$ cat src/hw/rtl/itoaf_pkg.sv
// Shared types, constants and character helpers for the integer-to-ASCII formatter.
`timescale 1ns / 1ps

package itoaf_pkg;

  localparam int PointerBitsDefault = 64;
  localparam int QueueDepth         = 2;
  localparam int CountW             = 31;
  localparam logic [CountW-1:0] CountMax = {CountW{1'b1}};

  // ASCII codes used by the emitter
  localparam logic [7:0] ChZero   = 8'h30;
  localparam logic [7:0] ChLowerA = 8'h61;
  localparam logic [7:0] ChUpperA = 8'h41;
  localparam logic [7:0] ChMinus  = 8'h2d;
  localparam logic [7:0] ChLower0x = 8'h78;
  localparam logic [7:0] ChLParen = 8'h28;
  localparam logic [7:0] ChRParen = 8'h29;
  localparam logic [7:0] ChN      = 8'h6e;
  localparam logic [7:0] ChI      = 8'h69;
  localparam logic [7:0] ChL      = 8'h6c;

  // Reciprocal of ten for 32-bit operands: q = (w * RecipTen) >> RecipShift
  localparam logic [31:0] RecipTen   = 32'hcccccccd;
  localparam int          RecipShift = 35;

  typedef enum logic [2:0] {
    OP_SDEC = 3'd0,
    OP_UDEC = 3'd1,
    OP_HEXL = 3'd2,
    OP_HEXU = 3'd3,
    OP_PTR  = 3'd4
  } opcode_e;

  typedef enum logic [2:0] {
    KIND_DEC,
    KIND_HEXL,
    KIND_HEXU,
    KIND_PTR,
    KIND_NIL
  } kind_e;

  typedef enum logic [1:0] {
    ST_IDLE,
    ST_CONV,
    ST_PREFIX,
    ST_DIGITS
  } back_state_e;

  typedef struct packed {
    logic [2:0]  opcode;
    logic [63:0] value;
  } in_item_t;

  typedef struct packed {
    logic [7:0]        char_code;
    logic              last;
    logic [CountW-1:0] total_count;
  } out_item_t;

  // Classified job handed from front to back (magnitude travels beside it)
  typedef struct packed {
    kind_e kind;
    logic  neg;
  } job_ctrl_t;

  function automatic logic [2:0] prefix_len(input job_ctrl_t c);
    logic [2:0] n;
    n = 3'd0;
    unique case (c.kind)
      KIND_PTR: n = 3'd2;
      KIND_NIL: n = 3'd5;
      KIND_DEC: n = c.neg ? 3'd1 : 3'd0;
      default:  n = 3'd0;
    endcase
    return n;
  endfunction

  function automatic logic [7:0] prefix_char(input kind_e k, input logic [2:0] idx);
    logic [7:0] ch;
    ch = ChMinus;
    if (k == KIND_PTR) begin
      ch = (idx == 3'd0) ? ChZero : ChLower0x;
    end else if (k == KIND_NIL) begin
      unique case (idx)
        3'd0:    ch = ChLParen;
        3'd1:    ch = ChN;
        3'd2:    ch = ChI;
        3'd3:    ch = ChL;
        default: ch = ChRParen;
      endcase
    end
    return ch;
  endfunction

  function automatic logic [7:0] digit_char(input logic [3:0] d, input logic upper);
    logic [7:0] ch;
    if (d < 4'd10) begin
      ch = ChZero + {4'd0, d};
    end else begin
      ch = (upper ? ChUpperA : ChLowerA) + {4'd0, d} - 8'd10;
    end
    return ch;
  endfunction

endpackage

$ cat src/hw/rtl/itoaf_queue.sv
// Small FIFO that decouples the classifying front end from the emitting back end.
`timescale 1ns / 1ps

module itoaf_queue #(
  parameter int Width = 8
) (
  input  logic             clk_i,
  input  logic             rst_ni,
  input  logic             push_i,
  input  logic [Width-1:0] wdata_i,
  output logic             full_o,
  input  logic             pop_i,
  output logic             valid_o,
  output logic [Width-1:0] rdata_o
);
  import itoaf_pkg::*;

  localparam int PtrW = $clog2(QueueDepth);
  localparam int CntW = $clog2(QueueDepth + 1);

  logic [Width-1:0] mem_q [QueueDepth];
  logic [PtrW-1:0]  wptr_q, wptr_d, rptr_q, rptr_d;
  logic [CntW-1:0]  cnt_q, cnt_d;
  logic             do_push, do_pop;

  assign full_o  = (cnt_q == CntW'(QueueDepth));
  assign valid_o = (cnt_q != '0);
  assign rdata_o = mem_q[rptr_q];
  assign do_push = push_i && !full_o;
  assign do_pop  = pop_i && valid_o;

  always_comb begin
    wptr_d = wptr_q;
    rptr_d = rptr_q;
    cnt_d  = cnt_q;
    if (do_push) begin
      wptr_d = (wptr_q == PtrW'(QueueDepth - 1)) ? '0 : wptr_q + 1'b1;
    end
    if (do_pop) begin
      rptr_d = (rptr_q == PtrW'(QueueDepth - 1)) ? '0 : rptr_q + 1'b1;
    end
    if (do_push && !do_pop) begin
      cnt_d = cnt_q + 1'b1;
    end else if (do_pop && !do_push) begin
      cnt_d = cnt_q - 1'b1;
    end
  end

  always_ff @(posedge clk_i or negedge rst_ni) begin
    if (!rst_ni) begin
      wptr_q <= '0;
      rptr_q <= '0;
      cnt_q  <= '0;
    end else begin
      wptr_q <= wptr_d;
      rptr_q <= rptr_d;
      cnt_q  <= cnt_d;
    end
  end

  always_ff @(posedge clk_i) begin
    if (do_push) begin
      mem_q[wptr_q] <= wdata_i;
    end
  end

endmodule

$ cat config.mk
export PLATFORM = sky130hd
export DESIGN_NAME = itoaf_queue
export DESIGN_NICKNAME = d
export VERILOG_FILES = /design/src/hw/rtl/itoaf_pkg.sv /design/src/hw/rtl/itoaf_queue.sv
export SDC_FILE = /design/constraint.sdc
export NUM_CORES = 1
export LEC_CHECK = 0
export BUFFER_PORTS_ARGS = -buffer_cell sky130_fd_sc_hd__clkbuf_2
export CAP_MARGIN = 10
export CORE_MARGIN = 1.5
export CORE_UTILIZATION = 44
export CTS_CLUSTER_DIAMETER = 30
export DETAILED_ROUTE_END_ITERATION = 8
export GPL_TIMING_DRIVEN = 0
export MAX_ROUTING_LAYER = met4
export PLACE_DENSITY = 0.72
export SLEW_MARGIN = 40
export SYNTH_ARGS = -nofsm -noshare
export SYNTH_HDL_FRONTEND = slang
export SYNTH_SLANG_ARGS = --single-unit
$ cat constraint.sdc
create_clock -name clk_i -period 1.35 [get_ports clk_i]
set_input_delay 0.3375 -clock clk_i [delete_from_list [all_inputs] [get_ports clk_i]]
set_output_delay 0.3375 -clock clk_i [all_outputs]
set_load 0.005 [all_outputs]
Word level (Yosys, flattened, before mapping)
Memory sizes are Yosys's and may differ from the RTL's.
Cells that the tools add are included.

word-level totals
  RAM bits = 16
  bits in latches = 0
  bits in read-only memories = 0
  memories kept = 1
  register bits after elaboration = 4

operators by class
  add/subtract/negate cells = 4
  bitwise logic cells = 0
  multiply operators = 0
  muxes and demuxes = 6
  div/mod/pow operators = 0
  equal/unequal tests = 1
  reductions and logical operators = 9
  shift-type cells = 0
  $lt $le $gt $ge = 0

memories
  name   depth  width  read ports  clocked after Yosys merged registers in  write ports  line               text
  mem_q  2      8      1           0                                        1            itoaf_queue.sv:21  logic [Width-1:0] mem_q [QueueDepth];

operators with widths
  operator                                          number
  logical AND 1 bit                                 4
  2-to-1 mux 1 bit                                  4
  2-to-1 mux 2 bit                                  2
  nonzero test 2 bit                                2
  zero test 1 bit                                   3
  adder 1 bit, second input constant                2
  adder 2 x 1 -> 2 bit, second input constant       1
  equality test 2 bit, second input constant        1
  subtractor 2 x 1 -> 2 bit, second input constant  1

Longest topological paths before layout
  depth in word-level cells = 7
  mapped depth = 7

Worst setup path before layout
No wires, ideal clock.

  kind = register -> register
  start point = register cnt_q[0]
  end point = memory mem_q[0][0] (enable)
  period minus slack after synthesis = 1.356 ns
  setup time = 0.370 ns
  stages on the path, launching flop included = 4
  data arrival time = 0.986 ns
  required time = 0.980 ns
  path slack = -0.006 ns
  path through = dfrtp_1 -> nand2b_1 -> nand2_2 -> nor2_1

on the way
  cells in the longest elaborated chain, start to end = 5

ends and longest elaborated chain
  what                                    line               text
  from (decl)                             itoaf_queue.sv:23  logic [CntW-1:0] cnt_q, cnt_d;
  from (signal assigned)                  itoaf_queue.sv:57  cnt_q <= cnt_d;
  equality test 2 bit                     itoaf_queue.sv:26  assign full_o = (cnt_q == CntW'(QueueDepth));
  zero test 1 bit                         itoaf_queue.sv:29  assign do_push = push_i && !full_o;
  logical AND 1 bit                       itoaf_queue.sv:29
  2-to-1 mux 1 bit                        itoaf_queue.sv:62  if (do_push) begin
  2-to-1 mux 1 bit (not written as such)  itoaf_queue.sv:63  mem_q[wptr_q] <= wdata_i;
  to (decl)                               itoaf_queue.sv:21

No other way between the ends.

Worst setup path in the final report
  start point = register rptr_q
  end point = output rdata_o[7]

on the way
  cells in the longest elaborated chain, start to end = 1

ends and longest elaborated chain
  what                     line               text
  from (decl)              itoaf_queue.sv:22  logic [PtrW-1:0] wptr_q, wptr_d, rptr_q, rptr_d;
  from (signal assigned)   itoaf_queue.sv:56  rptr_q <= rptr_d;
  memory read (2 x 8 bit)  --
  to (decl)                itoaf_queue.sv:14  output logic [Width-1:0] rdata_o

No other way between the ends.

==> flow_metrics.tcl <==
set metrics [dict create \
    synthCells 44 \
    grt_pass1_wl_um 1780 \
    layout_min_cycle_time_ps 1573 \
    synth_ff_type "edfxtp_1" \
    clock.fmax_ghz 0.6356 \
    ys_ff_latch 20 \
    post-route-drc-count 0 \
    cts.sinks 20 \
    fin_nets 88 \
    relSlewSlack_pct 83.51 \
    cts-root-buf "clkbuf_4" \
    worst_slack_ps -223.3 \
    required_ps 1010 \
    vdd_drop_max_uv 1182 \
    diodes 0 \
    wl_um 1154 \
    synth_most_common_cell "edfxtp_1" \
    netlist_area_um2 785.8 \
    synth_edf_count 16 \
    first_global_vias 429 \
    cts.htree.levels 1 \
    netSwitchingFraction_pct 29.52 \
    grt_max_degree 12 \
    crit_fanout 9 \
    report.final.slew_viol_count 0 \
    yosysWarningCount 0 \
    switching_power_mw 0.6340 \
    gr-total-overflow 0 \
    hold_class "in2reg" \
    violations "negative setup slack" \
    reg2reg_to "cnt_q[1]" \
    r2r_slack_ps 0 \
    cts_made_buffers 3 \
    setup_viol 10 \
    clockBufferDepth 2 \
    p_clk_share_pct 12.4 \
    grt_antenna_before_repair 0 \
    ant_nets 0 \
    post-synth-top-area-fraction_pct 61.15 \
    syn_nets 57 \
    max_cap_violations 0 \
    intPower_mw 1.513 \
    clk_pin_slew_ps 100 \
    layout-drive-gt1-share_pct 59.46 \
    worst_pin_slew_ps 246.8 \
    yosysTopAreaCell "edfxtp_1" \
    gp_congestion 0.6681 \
    port_buffers 21 \
    rows 15 \
    cp-end-kind "primary output" \
    die_area_um2 2048 \
    dp_hpwl_um 813.6 \
    crit_type "reg2out" \
    hold_violations 0 \
    worstReg2RegStart "cnt_q[0]" \
    die_w_um 45.26 \
    syn_area_per_cell_um2 17.86 \
    wire_per_inst_um 11.66 \
    yosysSeqAreaShare_pct 73.89 \
    endpoint "rdata_o[7]" \
    io_pins 22 \
    synthTopCellsByArea "edfxtp_1 61%, dfrtp_1 13%, mux2_1 11%, xnor2_1 3.3%, xor2_1 2.2%" \
    rsz0062_at_grt "yes" \
    setup.worst_path.start "rptr_q" \
    async_flop_share_pct 20.00 \
    die_y_um 45.26 \
    synthTopCellsByCount "16 x edfxtp_1, 8 x mux2_1, 4 x dfrtp_1" \
    dpl_worst_slack_ps -88.55 \
    p_leak_nw 0.4550 \
    start_kind "flop" \
    via_per_inst 4.535 \
    power_density_nw_per_um2 2036 \
    gr-usage-all-layers_pct 13.70 \
    drt_iter0_drc 5 \
    outcome "finished, violations left" \
    start_util_pct 46.01 \
    clkLatencyLatePin_ps 290 \
    finClkSkew_ps 3.428 \
    core_um2 1708 \
    p_comb_share_pct 43.8 \
    r2r.worst_path.cells 7 \
    areaGrowthSynthToFinish_pct 34.24 \
    seq_power_share_pct 43.8 \
    fin_crit_sh_pct 116.5 \
    drt-pass1-iter-count 3 \
    fin_setup_tns_ps -1768 \
    arrival_ps 1240 \
    cts_tree "built" \
    synth.distinct_cells 14 \
    via_count 449 \
]
layout by cell type (no fill, tap or decap), types with 2 or more instances in the layout:
cell,count
buf_4,3
buf_6,2
clkbuf_2,21
clkbuf_4,3
dfrtp_1,4
edfxtp_1,16
inv_2,2
mux2_1,2
mux2_4,6
nand2_4,2
xnor2_1,3
xor2_1,2
stage by stage:
| stage | power, mW | instance area (um2) | util (%) | hold WS, ps | cells |
|---|---|---|---|---|---|
| global placement | 1.586 | 924.6 | 54.14 | 150.1 | 90 |
| finish | 2.147 | 1055 | 61.76 | 231.4 | 99 |
| detailed placement | 1.613 | 924.6 | 54.14 | 149.9 | 90 |
| CTS | 2.112 | 1040 | 60.88 | 219.9 | 99 |
| floorplan | 1.375 | 788.3 | - | 41.91 | 44 |
| global route | 2.297 | 1055 | 61.76 | 202.2 | 99 |
cells by family (layout without fill, tap and decap cells):
kind of cell  after synthesis  after routing  synth area share [%]
xor+xnor                    5              5                 5.574
fa+ha+maj                   1              1                 1.592
buf+inv                     3             33                 1.592
flops                      20             20                 73.89
mux                         8              8                 11.47
simple gates                7              7                 5.894
power by group through the flow:
stage	Combinational [mW]	Clock, mW	Sequential (mW)
finish	0.942	0.266	0.940
global route	1.03	0.307	0.958
floorplan	0.444	0	0.931
global placement	0.644	0	0.941
detailed placement	0.660	0	0.953
CTS	0.897	0.279	0.936
registers in the layout, summed over array words and instances, names as in the netlist:
name and flops:
rptr_q 1, cnt_q 2, mem_q 16, wptr_q 1
critical path, stage by stage, from the launching register on:
cell      delay (ps)
dfrtp_1          380
buf_6            150
mux2_1           310
clkbuf_2         110
what timing repair did:
action | 4_1_cts | 5_1_grt
resized for setup | 13 | 4
hold endpoints to repair | 4 | 0
buffers inserted | 4 | 0
hold buffers | 1 | 0
setup endpoints to repair | 28 | 11
gates cloned | 0 | 0
pin swaps | 5 | 3
routing by layer:
metal	vias to the layer above	global-route usage [%]	wire length, um
met5	-	-	0
met3	2	4.000	52
met1	215	14.36	502
li1	217	-	-
met2	15	22.29	586
met4	0	8.824	13
area by class of cell:
type | instances | area, um2
sequential | 20 | 580.6
timing repair buffer | 26 | 148.9
clock buffer | 3 | 22.52
tap | 25 | 31.28
multi-input combinational | 21 | 249.0
fill | 136 | 653.1
inverter | 2 | 7.507
clock inverter | 1 | 3.754
buffer | 1 | 11.26
worst min-delay path by stage:
stage	startpoint	end	slack (ps)	depth (start not counted)
6_report	wdata_i[1]	mem_q[1][1]	230	1
5_1_grt	wdata_i[2]	mem_q[1][2]	200	1
4_1_cts	wdata_i[1]	mem_q[1][1]	220	1
3_5_place_dp	rst_ni	rptr_q	150	1
3_3_place_gp	rst_ni	rptr_q	150	1
2_1_floorplan	rst_ni	cnt_q[0]	40	0
Power figures use the tool's default switching activity.
