[config.mk]
export PLATFORM = sky130hd
export DESIGN_NAME = itoaf_front
export DESIGN_NICKNAME = d
export VERILOG_FILES = /design/src/hw/rtl/itoaf_pkg.sv /design/src/hw/rtl/itoaf_front.sv
export SDC_FILE = /design/constraint.sdc
export NUM_CORES = 1
export LEC_CHECK = 0
export BUFFER_PORTS_ARGS = -buffer_cell sky130_fd_sc_hd__clkbuf_2
export CAP_MARGIN = 20
export CORE_AREA = 4 4 69 52
export DETAILED_ROUTE_END_ITERATION = 7
export DIE_AREA = 0 0 73 56
export PLACE_DENSITY = 0.95
export SYNTH_ARGS = -nofsm -noshare
export SYNTH_HDL_FRONTEND = slang
export SYNTH_SLANG_ARGS = --single-unit
[constraint.sdc]
create_clock -name vclk -period 4.65
set_clock_uncertainty 0.15 [all_clocks]
set_input_delay 0.2325 -clock vclk [all_inputs]
set_output_delay 0.2325 -clock vclk [all_outputs]
set_load 0.05 [all_outputs]
[src/hw/rtl/itoaf_pkg.sv]
// Shared types, constants and character helpers for the integer-to-ASCII formatter.
`timescale 1ns / 1ps

package itoaf_pkg;

  localparam int PointerBitsDefault = 64;
  localparam int QueueDepth         = 2;
  localparam int CountW             = 31;
  localparam logic [CountW-1:0] CountMax = {CountW{1'b1}};

  // ASCII codes used by the emitter
  localparam logic [7:0] ChZero   = 8'h30;
  localparam logic [7:0] ChLowerA = 8'h61;
  localparam logic [7:0] ChUpperA = 8'h41;
  localparam logic [7:0] ChMinus  = 8'h2d;
  localparam logic [7:0] ChLower0x = 8'h78;
  localparam logic [7:0] ChLParen = 8'h28;
  localparam logic [7:0] ChRParen = 8'h29;
  localparam logic [7:0] ChN      = 8'h6e;
  localparam logic [7:0] ChI      = 8'h69;
  localparam logic [7:0] ChL      = 8'h6c;

  // Reciprocal of ten for 32-bit operands: q = (w * RecipTen) >> RecipShift
  localparam logic [31:0] RecipTen   = 32'hcccccccd;
  localparam int          RecipShift = 35;

  typedef enum logic [2:0] {
    OP_SDEC = 3'd0,
    OP_UDEC = 3'd1,
    OP_HEXL = 3'd2,
    OP_HEXU = 3'd3,
    OP_PTR  = 3'd4
  } opcode_e;

  typedef enum logic [2:0] {
    KIND_DEC,
    KIND_HEXL,
    KIND_HEXU,
    KIND_PTR,
    KIND_NIL
  } kind_e;

  typedef enum logic [1:0] {
    ST_IDLE,
    ST_CONV,
    ST_PREFIX,
    ST_DIGITS
  } back_state_e;

  typedef struct packed {
    logic [2:0]  opcode;
    logic [63:0] value;
  } in_item_t;

  typedef struct packed {
    logic [7:0]        char_code;
    logic              last;
    logic [CountW-1:0] total_count;
  } out_item_t;

  // Classified job handed from front to back (magnitude travels beside it)
  typedef struct packed {
    kind_e kind;
    logic  neg;
  } job_ctrl_t;

  function automatic logic [2:0] prefix_len(input job_ctrl_t c);
    logic [2:0] n;
    n = 3'd0;
    unique case (c.kind)
      KIND_PTR: n = 3'd2;
      KIND_NIL: n = 3'd5;
      KIND_DEC: n = c.neg ? 3'd1 : 3'd0;
      default:  n = 3'd0;
    endcase
    return n;
  endfunction

  function automatic logic [7:0] prefix_char(input kind_e k, input logic [2:0] idx);
    logic [7:0] ch;
    ch = ChMinus;
    if (k == KIND_PTR) begin
      ch = (idx == 3'd0) ? ChZero : ChLower0x;
    end else if (k == KIND_NIL) begin
      unique case (idx)
        3'd0:    ch = ChLParen;
        3'd1:    ch = ChN;
        3'd2:    ch = ChI;
        3'd3:    ch = ChL;
        default: ch = ChRParen;
      endcase
    end
    return ch;
  endfunction

  function automatic logic [7:0] digit_char(input logic [3:0] d, input logic upper);
    logic [7:0] ch;
    if (d < 4'd10) begin
      ch = ChZero + {4'd0, d};
    end else begin
      ch = (upper ? ChUpperA : ChLowerA) + {4'd0, d} - 8'd10;
    end
    return ch;
  endfunction

endpackage

[src/hw/rtl/itoaf_front.sv]
// Front end: classify an incoming item into a conversion job and its magnitude.
`timescale 1ns / 1ps

module itoaf_front #(
  parameter int POINTER_BITS = itoaf_pkg::PointerBitsDefault,
  parameter int MagW         = (POINTER_BITS > 32) ? POINTER_BITS : 32
) (
  input  itoaf_pkg::in_item_t  item_i,
  output itoaf_pkg::job_ctrl_t ctrl_o,
  output logic [MagW-1:0]      mag_o,
  output logic                 keep_o
);
  import itoaf_pkg::*;

  logic [31:0]             word;
  logic [31:0]             word_neg;
  logic [POINTER_BITS-1:0] ptr;

  assign word     = item_i.value[31:0];
  assign word_neg = 32'd0 - word;
  assign ptr      = item_i.value[POINTER_BITS-1:0];

  always_comb begin
    ctrl_o.kind = KIND_DEC;
    ctrl_o.neg  = 1'b0;
    mag_o       = MagW'(word);
    keep_o      = 1'b1;
    unique case (item_i.opcode)
      OP_SDEC: begin
        ctrl_o.neg = word[31];
        mag_o      = MagW'(word[31] ? word_neg : word);
      end
      OP_UDEC: ctrl_o.kind = KIND_DEC;
      OP_HEXL: ctrl_o.kind = KIND_HEXL;
      OP_HEXU: ctrl_o.kind = KIND_HEXU;
      OP_PTR: begin
        ctrl_o.kind = (ptr == '0) ? KIND_NIL : KIND_PTR;
        mag_o       = MagW'(ptr);
      end
      // unused opcodes: drop the item
      default: keep_o = 1'b0;
    endcase
  end

endmodule

# Word level (Yosys, flattened, before mapping)
# Cells that the tools add are included.
# classes
n_eq_ne,4
reduce_logical,3
addsub,1
muxes,6
# ops
cell,n
case mux 64 bit (2 select lines),1
zero test 64 bit,1
2-to-1 mux 32 bit,1
"subtractor 1 x 32 -> 32 bit, first input constant",1
case mux 3 bit (3 select lines),1
"== test 3 x 2 -> 1 bit, second input constant",2
OR reduction 5 bit,1
"== test 3 x 1 -> 1 bit, second input constant",1
"== test 3 bit, second input constant",1
zero test 3 bit,1
2-to-1 mux 3 bit,1
2-to-1 mux 1 bit,2
# word_totals
output_inout_bits,69
elab_cells,14
reg_bits,0
inputBits,67

# Logic depth before layout (Yosys ltp)
# Gate-level depths: netlist (run 1).
# depth
ltp_word,3
mapped_depth,8
ltp_nobuf,7

# Least setup slack after synthesis (run 1)
# No wires, ideal clock.
# synth_path
path_type,input to output
start,input item_i[14] (netlist name)
end,output ctrl_o[3] (netlist name)
stages,5
path_buffers,0
t_arrival_ns,2.779
path_slack_ns,1.488
required_ns,4.268
cell_sequence,or4_4 nor3_1 and4_1 nand3_1 nor4_1
# synth_lines
item,line,rtl
from (decl),itoaf_front.sv:8,"input itoaf_pkg::in_item_t item_i,"
to (decl),itoaf_front.sv:9,"output itoaf_pkg::job_ctrl_t ctrl_o,"

# Final worst setup path (run 1)
# layout_path
start,input item_i[12] (netlist name)
end,output mag_o[25]
# layout_via
elab_chain_cells,3
# layout_lines
item,line,rtl
subtractor 1 x 32 -> 32 bit,itoaf_front.sv:20,assign word_neg = 32'd0 - word;
2-to-1 mux 32 bit,itoaf_front.sv:31,mag_o = MagW'(word[31] ? word_neg : word);
case mux 64 bit (2 select lines),itoaf_front.sv:28,unique case (item_i.opcode)
to (decl),itoaf_front.sv:10,"output logic [MagW-1:0] mag_o,"
# No other way between the ends.

==> results.toml, run 1 <==
[setup_path]
timing.critical_path.cells = "clkbuf_2 > or4_4 > or3_4 > nor4_4 > a21oi_1 > xor2_1 > clkbuf_2"
cp_data_arrival_time_ps = 2280
worstSetupEndpointType = "primary output"
worst-setup-path-type = "in2out"
startpoint_type = "input pin"
cell_seen_most_often_among_critical_path_stages = "clkbuf_2"
required_ps = 4270
cpPeakStageDelay_ps = 550
timing.critical_path.fanout_max = 5
cp_slowest_cell = "or4_4"

[worst_hold_path]
hold_crit_class = "in2out"

[logic_synthesis]
ys_warn_count = 0
synth_commonest_cells = "and2_1, xnor2_1, xor2_1, nor2_1, nor4_1"
synthesized_nets = 229
top_area_cells_in_the_synthesized_netlist = "and2_1, xnor2_1, xor2_1, nor4_1, a21oi_1"
yosysMostFrequentCell = "and2_1"
syn-cell-area_sq_mm = 0.00102
netlist.area_leader.share_pct = 19.6
synth_sequential_area_ratio_pct = 0
yosys.cell_types.count = 31
synth_area_per_cell_sq_um = 6.33
synth_largest_area_cell = "and2_1"
post_synth_inst_count = 161

[pwr]
p_total_w = 0.000226
worst_ir_drop_vdd_v = 0.0000579
power.leakage_nw = 0.956
power_per_cell_area_mw_per_mm2 = 130

[drt]
drc = 0
wire_per_inst_um = 13.3
post_drt_via_cell_ratio = 4.92
ant_nets = 0
drt_first_pass_iters = 4
num_vias = 1618
wirelength_mm = 4.37
detail_route.iter0.violations = 89

[timing]
setup_viol_count_final = 0
grt_setup_unrepaired = "no"
final_hold_viol_count = 0
clock.fmax_mhz = 376
worstMarginPinSlew_ps = 591
postLayoutSetupSlackWorst_ps = 1990
timing.max_slew.rel_slack_pct = 60.3
drv_slew = 0
period_share_pct = 57.2
holdWs_ps = 646
layout_min_cycle_time_ps = 2660
setup-tns-final_ps = 0

[global_route]
grt_pass1_wl_mm = 6.58
grt_antenna_before_repair = 0
grt_max_degree = 28
groute.usage.overall_pct = 19.0
globalRouteOverflowTotal = 0
first_global_vias = 1530

[floorplan]
row_count = 17
design.core.area_sq_mm = 0.00300
die_ar_sq_mm = 0.00409
floorplan.initialDensity_pct = 34.0
io_pins = 136
die_h_um = 56
die-width_um = 73

[clock_tree]
postCtsSetupRepairBufs = 0
cts-hold-fix-buffers = 0
postCtsResizedCells = 0

[cells_and_area]
seqCellArea_sq_um = 0
final_cell_count_no_fill = 329
layout-drive-gt1-share_pct = 48.5
num-clock-buffers = 0
nFlopsAndLatches = 0
antenna_cells = 0
num-nets-final = 361
area_delta_synth_final_pct = 70.4

[place]
detailed_place_hpwl_mm = 3.91
gp_routability_congestion = 0.843
preCtsSetupSlack_ps = 1960
numPortBuffers = 136
dp_cells = 329

[outcome]
status = "complete, no violations"

[run]
max-cap-violations = 0
## worst paths after layout
| kind | startpoint | endpoint | slack [ps] | cells after the start |
|---|---|---|---|---|
| max | item_i[12] | mag_o[25] | 1990 | 7 |
| min | item_i[0] | mag_o[0] | 650 | 2 |
## report_power, final
part | switching (W) | internal [W]
Sequential | 0 | 0
Combinational | 0.000165 | 0.0000610
Clock | 0 | 0
## routing by layer
metal | vias up | global-route usage (%) | part of all wire [%] | wire (um)
met3 | 2 | 0.903 | 5.7 | 251
met4 | 0 | 2.89 | 0.62 | 27
li1 | 836 | - | - | -
met1 | 729 | 23.6 | 43 | 1860
met2 | 51 | 35.8 | 51 | 2230
met5 | - | 0 | 0 | 0
## through the flow
stage	instance area (sq um)	utilization (%)
2_1_floorplan	1020	-
3_3_place_gp	1730	57.6
3_5_place_dp	1740	57.9
4_1_cts	1740	57.9
5_1_grt	1740	57.9
6_report	1740	57.9
## placed cells by master, fill, tap and decap left out, types with 2 or more instances in the layout
cell	n
and4_1	2
and2_1	32
nor2b_1	2
o21ai_0	9
nand4_1	2
nand3_1	3
xnor2_1	15
nand2_1	8
nor4_1	11
a21oi_1	10
o41ai_1	3
nor3_1	7
xor2_1	14
o31ai_1	2
inv_1	6
nor2_1	12
clkbuf_2	136
nand2b_1	2
a31oi_1	2
## worst max-delay path: cells and delay by family
| kind | cells | cell delay [ps] |
|---|---|---|
| compound gates | 1 | 150 |
| simple gates | 3 | 1310 |
| buf+inv | 2 | 420 |
| xor+xnor | 1 | 170 |
## layout make-up
class	count	area (sq um)
Fill cell	297	1260
Tap cell	38	47.5
Multi-Input combinational cell	148	976
Timing Repair Buffer	137	692
Inverter	6	22.5
## logic make-up after synthesis
| family | share of synthesized area, % |
|---|---|
| AND/OR/NAND/NOR | 51.9 |
| AO/OA/AOI/OAI | 17.2 |
| XOR/XNOR | 24.9 |
| buffers and inverters | 4.78 |
| adder cells (fa/ha/maj) | 1.23 |
Note: power is estimated with default switching activity, not from simulation.
==> inputs of run 2 (changes only) <==
- CORE_AREA: 4 4 69 52 -> 4 4 72 54
- DIE_AREA: 0 0 73 56 -> 0 0 76 58
- PLACE_DENSITY: 0.95 -> 0.93
- clock period: 4.65 -> 2.7 ns (I/O delays scaled with it)
==> results.toml, run 2 (same netlist as run 1, synthesis figures left out) <==
[outcome]
status = "complete, no violations"

[cells_and_area]
antenna_cells = 0
fill_cells = 309
multi_input_comb_area_sq_um = 982
seqCellArea_sq_um = 0
area_delta_synth_final_pct = 72.9
nFlopsAndLatches = 0
finalCoreUtilization_pct = 56.4
layout.cells.most_common_list = "clkbuf_2, and2_1, xnor2_1"
mostFrequentLayoutCell = "clkbuf_2"
num-nets-final = 364
layout-drive-gt1-share_pct = 49.3
num-clock-buffers = 0
final_cell_area_sq_mm = 0.00176

[place]
post_dp_cell_area_sq_mm = 0.00176
gp_routability_congestion = 0.924
detailed_place_hpwl_mm = 3.92
preCtsSetupSlack_ps = 259
numPortBuffers = 136

[drt]
post_drt_via_cell_ratio = 4.90
drc = 0
wirelength_mm = 4.40
wire_per_inst_um = 13.2
detail_route.iter0.violations = 57
ant_nets = 0
num_vias = 1627
drt_first_pass_iters = 4

[setup_path]
worstSetupEndpointType = "primary output"
cell_seen_most_often_among_critical_path_stages = "clkbuf_2"
timing.critical_path.cells = "clkbuf_2 > or4_4 > or3_4 > nor4_4 > a31oi_1 > xor2_1 > clkbuf_2"
timing.critical_path.fanout_max = 5
required_ps = 2410
critical-path-top-delay-family = "simple AND/OR/NAND/NOR gates"
startpoint_type = "input pin"
worst-setup-path-type = "in2out"
cpPeakStageDelay_ps = 540
cp_data_arrival_time_ps = 2130
cp_slowest_cell = "or4_4"
crit_buf_inv = 2

[timing]
layout_min_cycle_time_ps = 2420
grt_setup_unrepaired = "no"
final_hold_viol_count = 0
worstMarginPinSlew_ps = 588
timing.max_slew.rel_slack_pct = 60.4
holdWs_ps = 452
postLayoutSetupSlackWorst_ps = 284
drv_slew = 0
clock.fmax_mhz = 414
setup_viol_count_final = 0
period_share_pct = 89.5
setup-tns-final_ps = 0

[global_route]
grt_max_degree = 34
grt_antenna_before_repair = 0
globalRouteOverflowTotal = 0
grt_pass1_wl_mm = 7.11
groute.usage.overall_pct = 18.5
first_global_vias = 1470

[floorplan]
die_ar_sq_mm = 0.00441
io_pins = 136
row_count = 17
design.core.area_sq_mm = 0.00313
die-width_um = 76
floorplan.initialDensity_pct = 32.6
die_h_um = 58

[worst_hold_path]
hold_crit_class = "in2out"

[pwr]
share_comb_of_total_power_pct = 100.0
p_int_w = 0.000106
power_per_cell_area_mw_per_mm2 = 221
power.switching_w = 0.000283
sw_frac_of_total_pct = 72.8
clockPowerShare_pct = 0
sequentialPowerShare_pct = 0
worst_ir_drop_vdd_v = 0.000108
power.leakage_nw = 0.971

[clock_tree]
postCtsResizedCells = 0
postCtsSetupRepairBufs = 0
cts-hold-fix-buffers = 0

[run]
max-cap-violations = 0
[run 2: cell count changes in the layout (fill, tap and decap cells not counted)]
cell | previous run | this run
nor4_2 | 0 | 1
a21boi_1 | 0 | 1
buf_4 | 0 | 4
nor4_1 | 11 | 10
a21boi_0 | 1 | 0
buf_6 | 1 | 0
[run 2: per-stage QoR]
step | instances | total power (W)
2_1_floorplan | 161 | 0.000257
4_1_cts | 332 | 0.000392
3_3_place_gp | 332 | 0.000386
5_1_grt | 332 | 0.000413
6_report | 332 | 0.000390
3_5_place_dp | 332 | 0.000390
[run 2: power by group through the flow]
stage	combinational, W	sequential (W)	clock [W]
CTS	0.000392	0	0
finish	0.000390	0	0
floorplan	0.000257	0	0
global route	0.000413	0	0
detailed placement	0.000390	0	0
global placement	0.000386	0	0
[run 2: worst paths after layout]
kind,startpoint,end,cells past startpoint
setup / recovery,item_i[12],mag_o[29],7
hold / removal,item_i[0],mag_o[0],2
[run 2: area by class of cell]
| type | count | area share, % |
|---|---|---|
| multi-input combinational | 148 | 55.7 |
| inverter | 6 | 1.28 |
| timing repair buffer | 140 | 40.3 |
| tap | 38 | 2.70 |
[run 2: routing by layer]
metal  up-vias  wire [um]  GRT usage (%)
li1        841          -              -
met1       739       1970           26.8
met2        47       2200           32.2
met3         0        233          0.932
met4         0          0              0
met5         -          0              0
==> inputs of run 3 (changes only) <==
- REMOVE_ABC_BUFFERS: not set -> 1
==> results.toml, run 3 (same netlist as run 1, synthesis figures left out) <==
[cells_and_area]
final_cell_area_sq_mm = 0.00176
layout.cells.most_common_list = "clkbuf_2, and2_1, xnor2_1"
layout-drive-gt1-share_pct = 49.0
num-clock-buffers = 0
nFlopsAndLatches = 0
multi_input_comb_area_sq_um = 976
final_cell_count_no_fill = 332
antenna_cells = 0
num-nets-final = 364
fill_cells = 331
seqCellArea_sq_um = 0
mostFrequentLayoutCell = "clkbuf_2"
area_delta_synth_final_pct = 72.3

[drt]
detail_route.iter0.violations = 40
wirelength_mm = 4.29
drc = 0
wire_per_inst_um = 12.9
drt_first_pass_iters = 4
ant_nets = 0
post_drt_via_cell_ratio = 4.83
num_vias = 1604

[pwr]
worst_ir_drop_vdd_v = 0.000115
power.leakage_nw = 0.969
p_total_w = 0.000389
power_per_cell_area_mw_per_mm2 = 221

[timing]
timing.max_slew.rel_slack_pct = 64.4
final_hold_viol_count = 0
postLayoutSetupSlackWorst_ps = 225
setup_viol_count_final = 0
layout_min_cycle_time_ps = 2470
grt_setup_unrepaired = "no"
holdWs_ps = 448
period_share_pct = 91.7
worstMarginPinSlew_ps = 529
clock.fmax_mhz = 404
drv_slew = 0

[global_route]
global_route.peak_usage_layer = "met2"
grt_max_degree = 34
grt_pass1_wl_mm = 6.75
globalRouteMet1Util_pct = 22.6
globalRouteOverflowTotal = 0
first_global_vias = 1455
grt_antenna_before_repair = 0
global_route.usage.met3_pct = 1.71
groute.usage.overall_pct = 17.5
globalRouteMet2Util_pct = 33.4

[floorplan]
floorplan.initialDensity_pct = 32.6
die_ar_sq_mm = 0.00441
row_count = 17
die_h_um = 58
io_pins = 136
die-width_um = 76
design.core.area_sq_mm = 0.00313

[clock_tree]
postCtsResizedCells = 0
postCtsSetupRepairBufs = 0
cts-hold-fix-buffers = 0

[setup_path]
startpoint_type = "input pin"
crit_end = "mag_o[29]"
cp_data_arrival_time_ps = 2190
required_ps = 2410
timing.critical_path.fanout_max = 5
worst-setup-path-type = "in2out"
worstSetupEndpointType = "primary output"
timing.critical_path.from = "item_i[12]"

[run]
max-cap-violations = 0

[place]
post_dp_cell_area_sq_mm = 0.00176
detailed_place_hpwl_mm = 3.84
preCtsSetupSlack_ps = 176
dp_cells = 332
numPortBuffers = 136
gp_routability_congestion = 0.947

[outcome]
status = "complete, no violations"

[worst_hold_path]
hold_crit_class = "in2out"
run 3: cell counts in the layout (fill, tap and decap cells not counted):
Identical to the previous run, type by type.
run 3: through the flow:
step,util (%),TNS (ps)
floorplan,-,-426
global placement,56.2,0
detailed placement,56.2,0
CTS,56.2,0
global route,56.2,0
finish,56.2,0
run 3: worst max-delay path, cell delays in order:
cell and delay, ps:
clkbuf_2 110, or4_4 540, or3_4 370, nor4_4 410, a31oi_1 160, xor2_1 160
clkbuf_2 300
run 3: worst min-delay path by stage:
| stage | cells past startpoint | from | slack [ps] | endpoint |
|---|---|---|---|---|
| after global placement | 2 | item_i[0] | 450 | mag_o[0] |
| after detailed placement | 2 | item_i[0] | 450 | mag_o[0] |
| final | 2 | item_i[0] | 450 | mag_o[0] |
| after floorplan | 0 | item_i[0] | 120 | mag_o[0] |
| after CTS | 2 | item_i[0] | 450 | mag_o[0] |
| after global routing | 2 | item_i[0] | 450 | mag_o[0] |
run 3: layout make-up:
class | instances | share of cell area, %
repair buffers | 140 | 40.5
multi-input cells | 148 | 55.6
well taps | 38 | 2.71
inverters | 6 | 1.28
run 3: power breakdown:
group / switching, W / internal [W] / total (W)
combinational: 0.000284 / 0.000105 / 0.000389
clock: 0 / 0 / 0
sequential: 0 / 0 / 0
run 3: per-layer routing:
metal	up-vias	part of all wire [%]
met5	-	0
met4	0	0
met3	0	4.8
met2	47	51
met1	717	44
li1	840	-
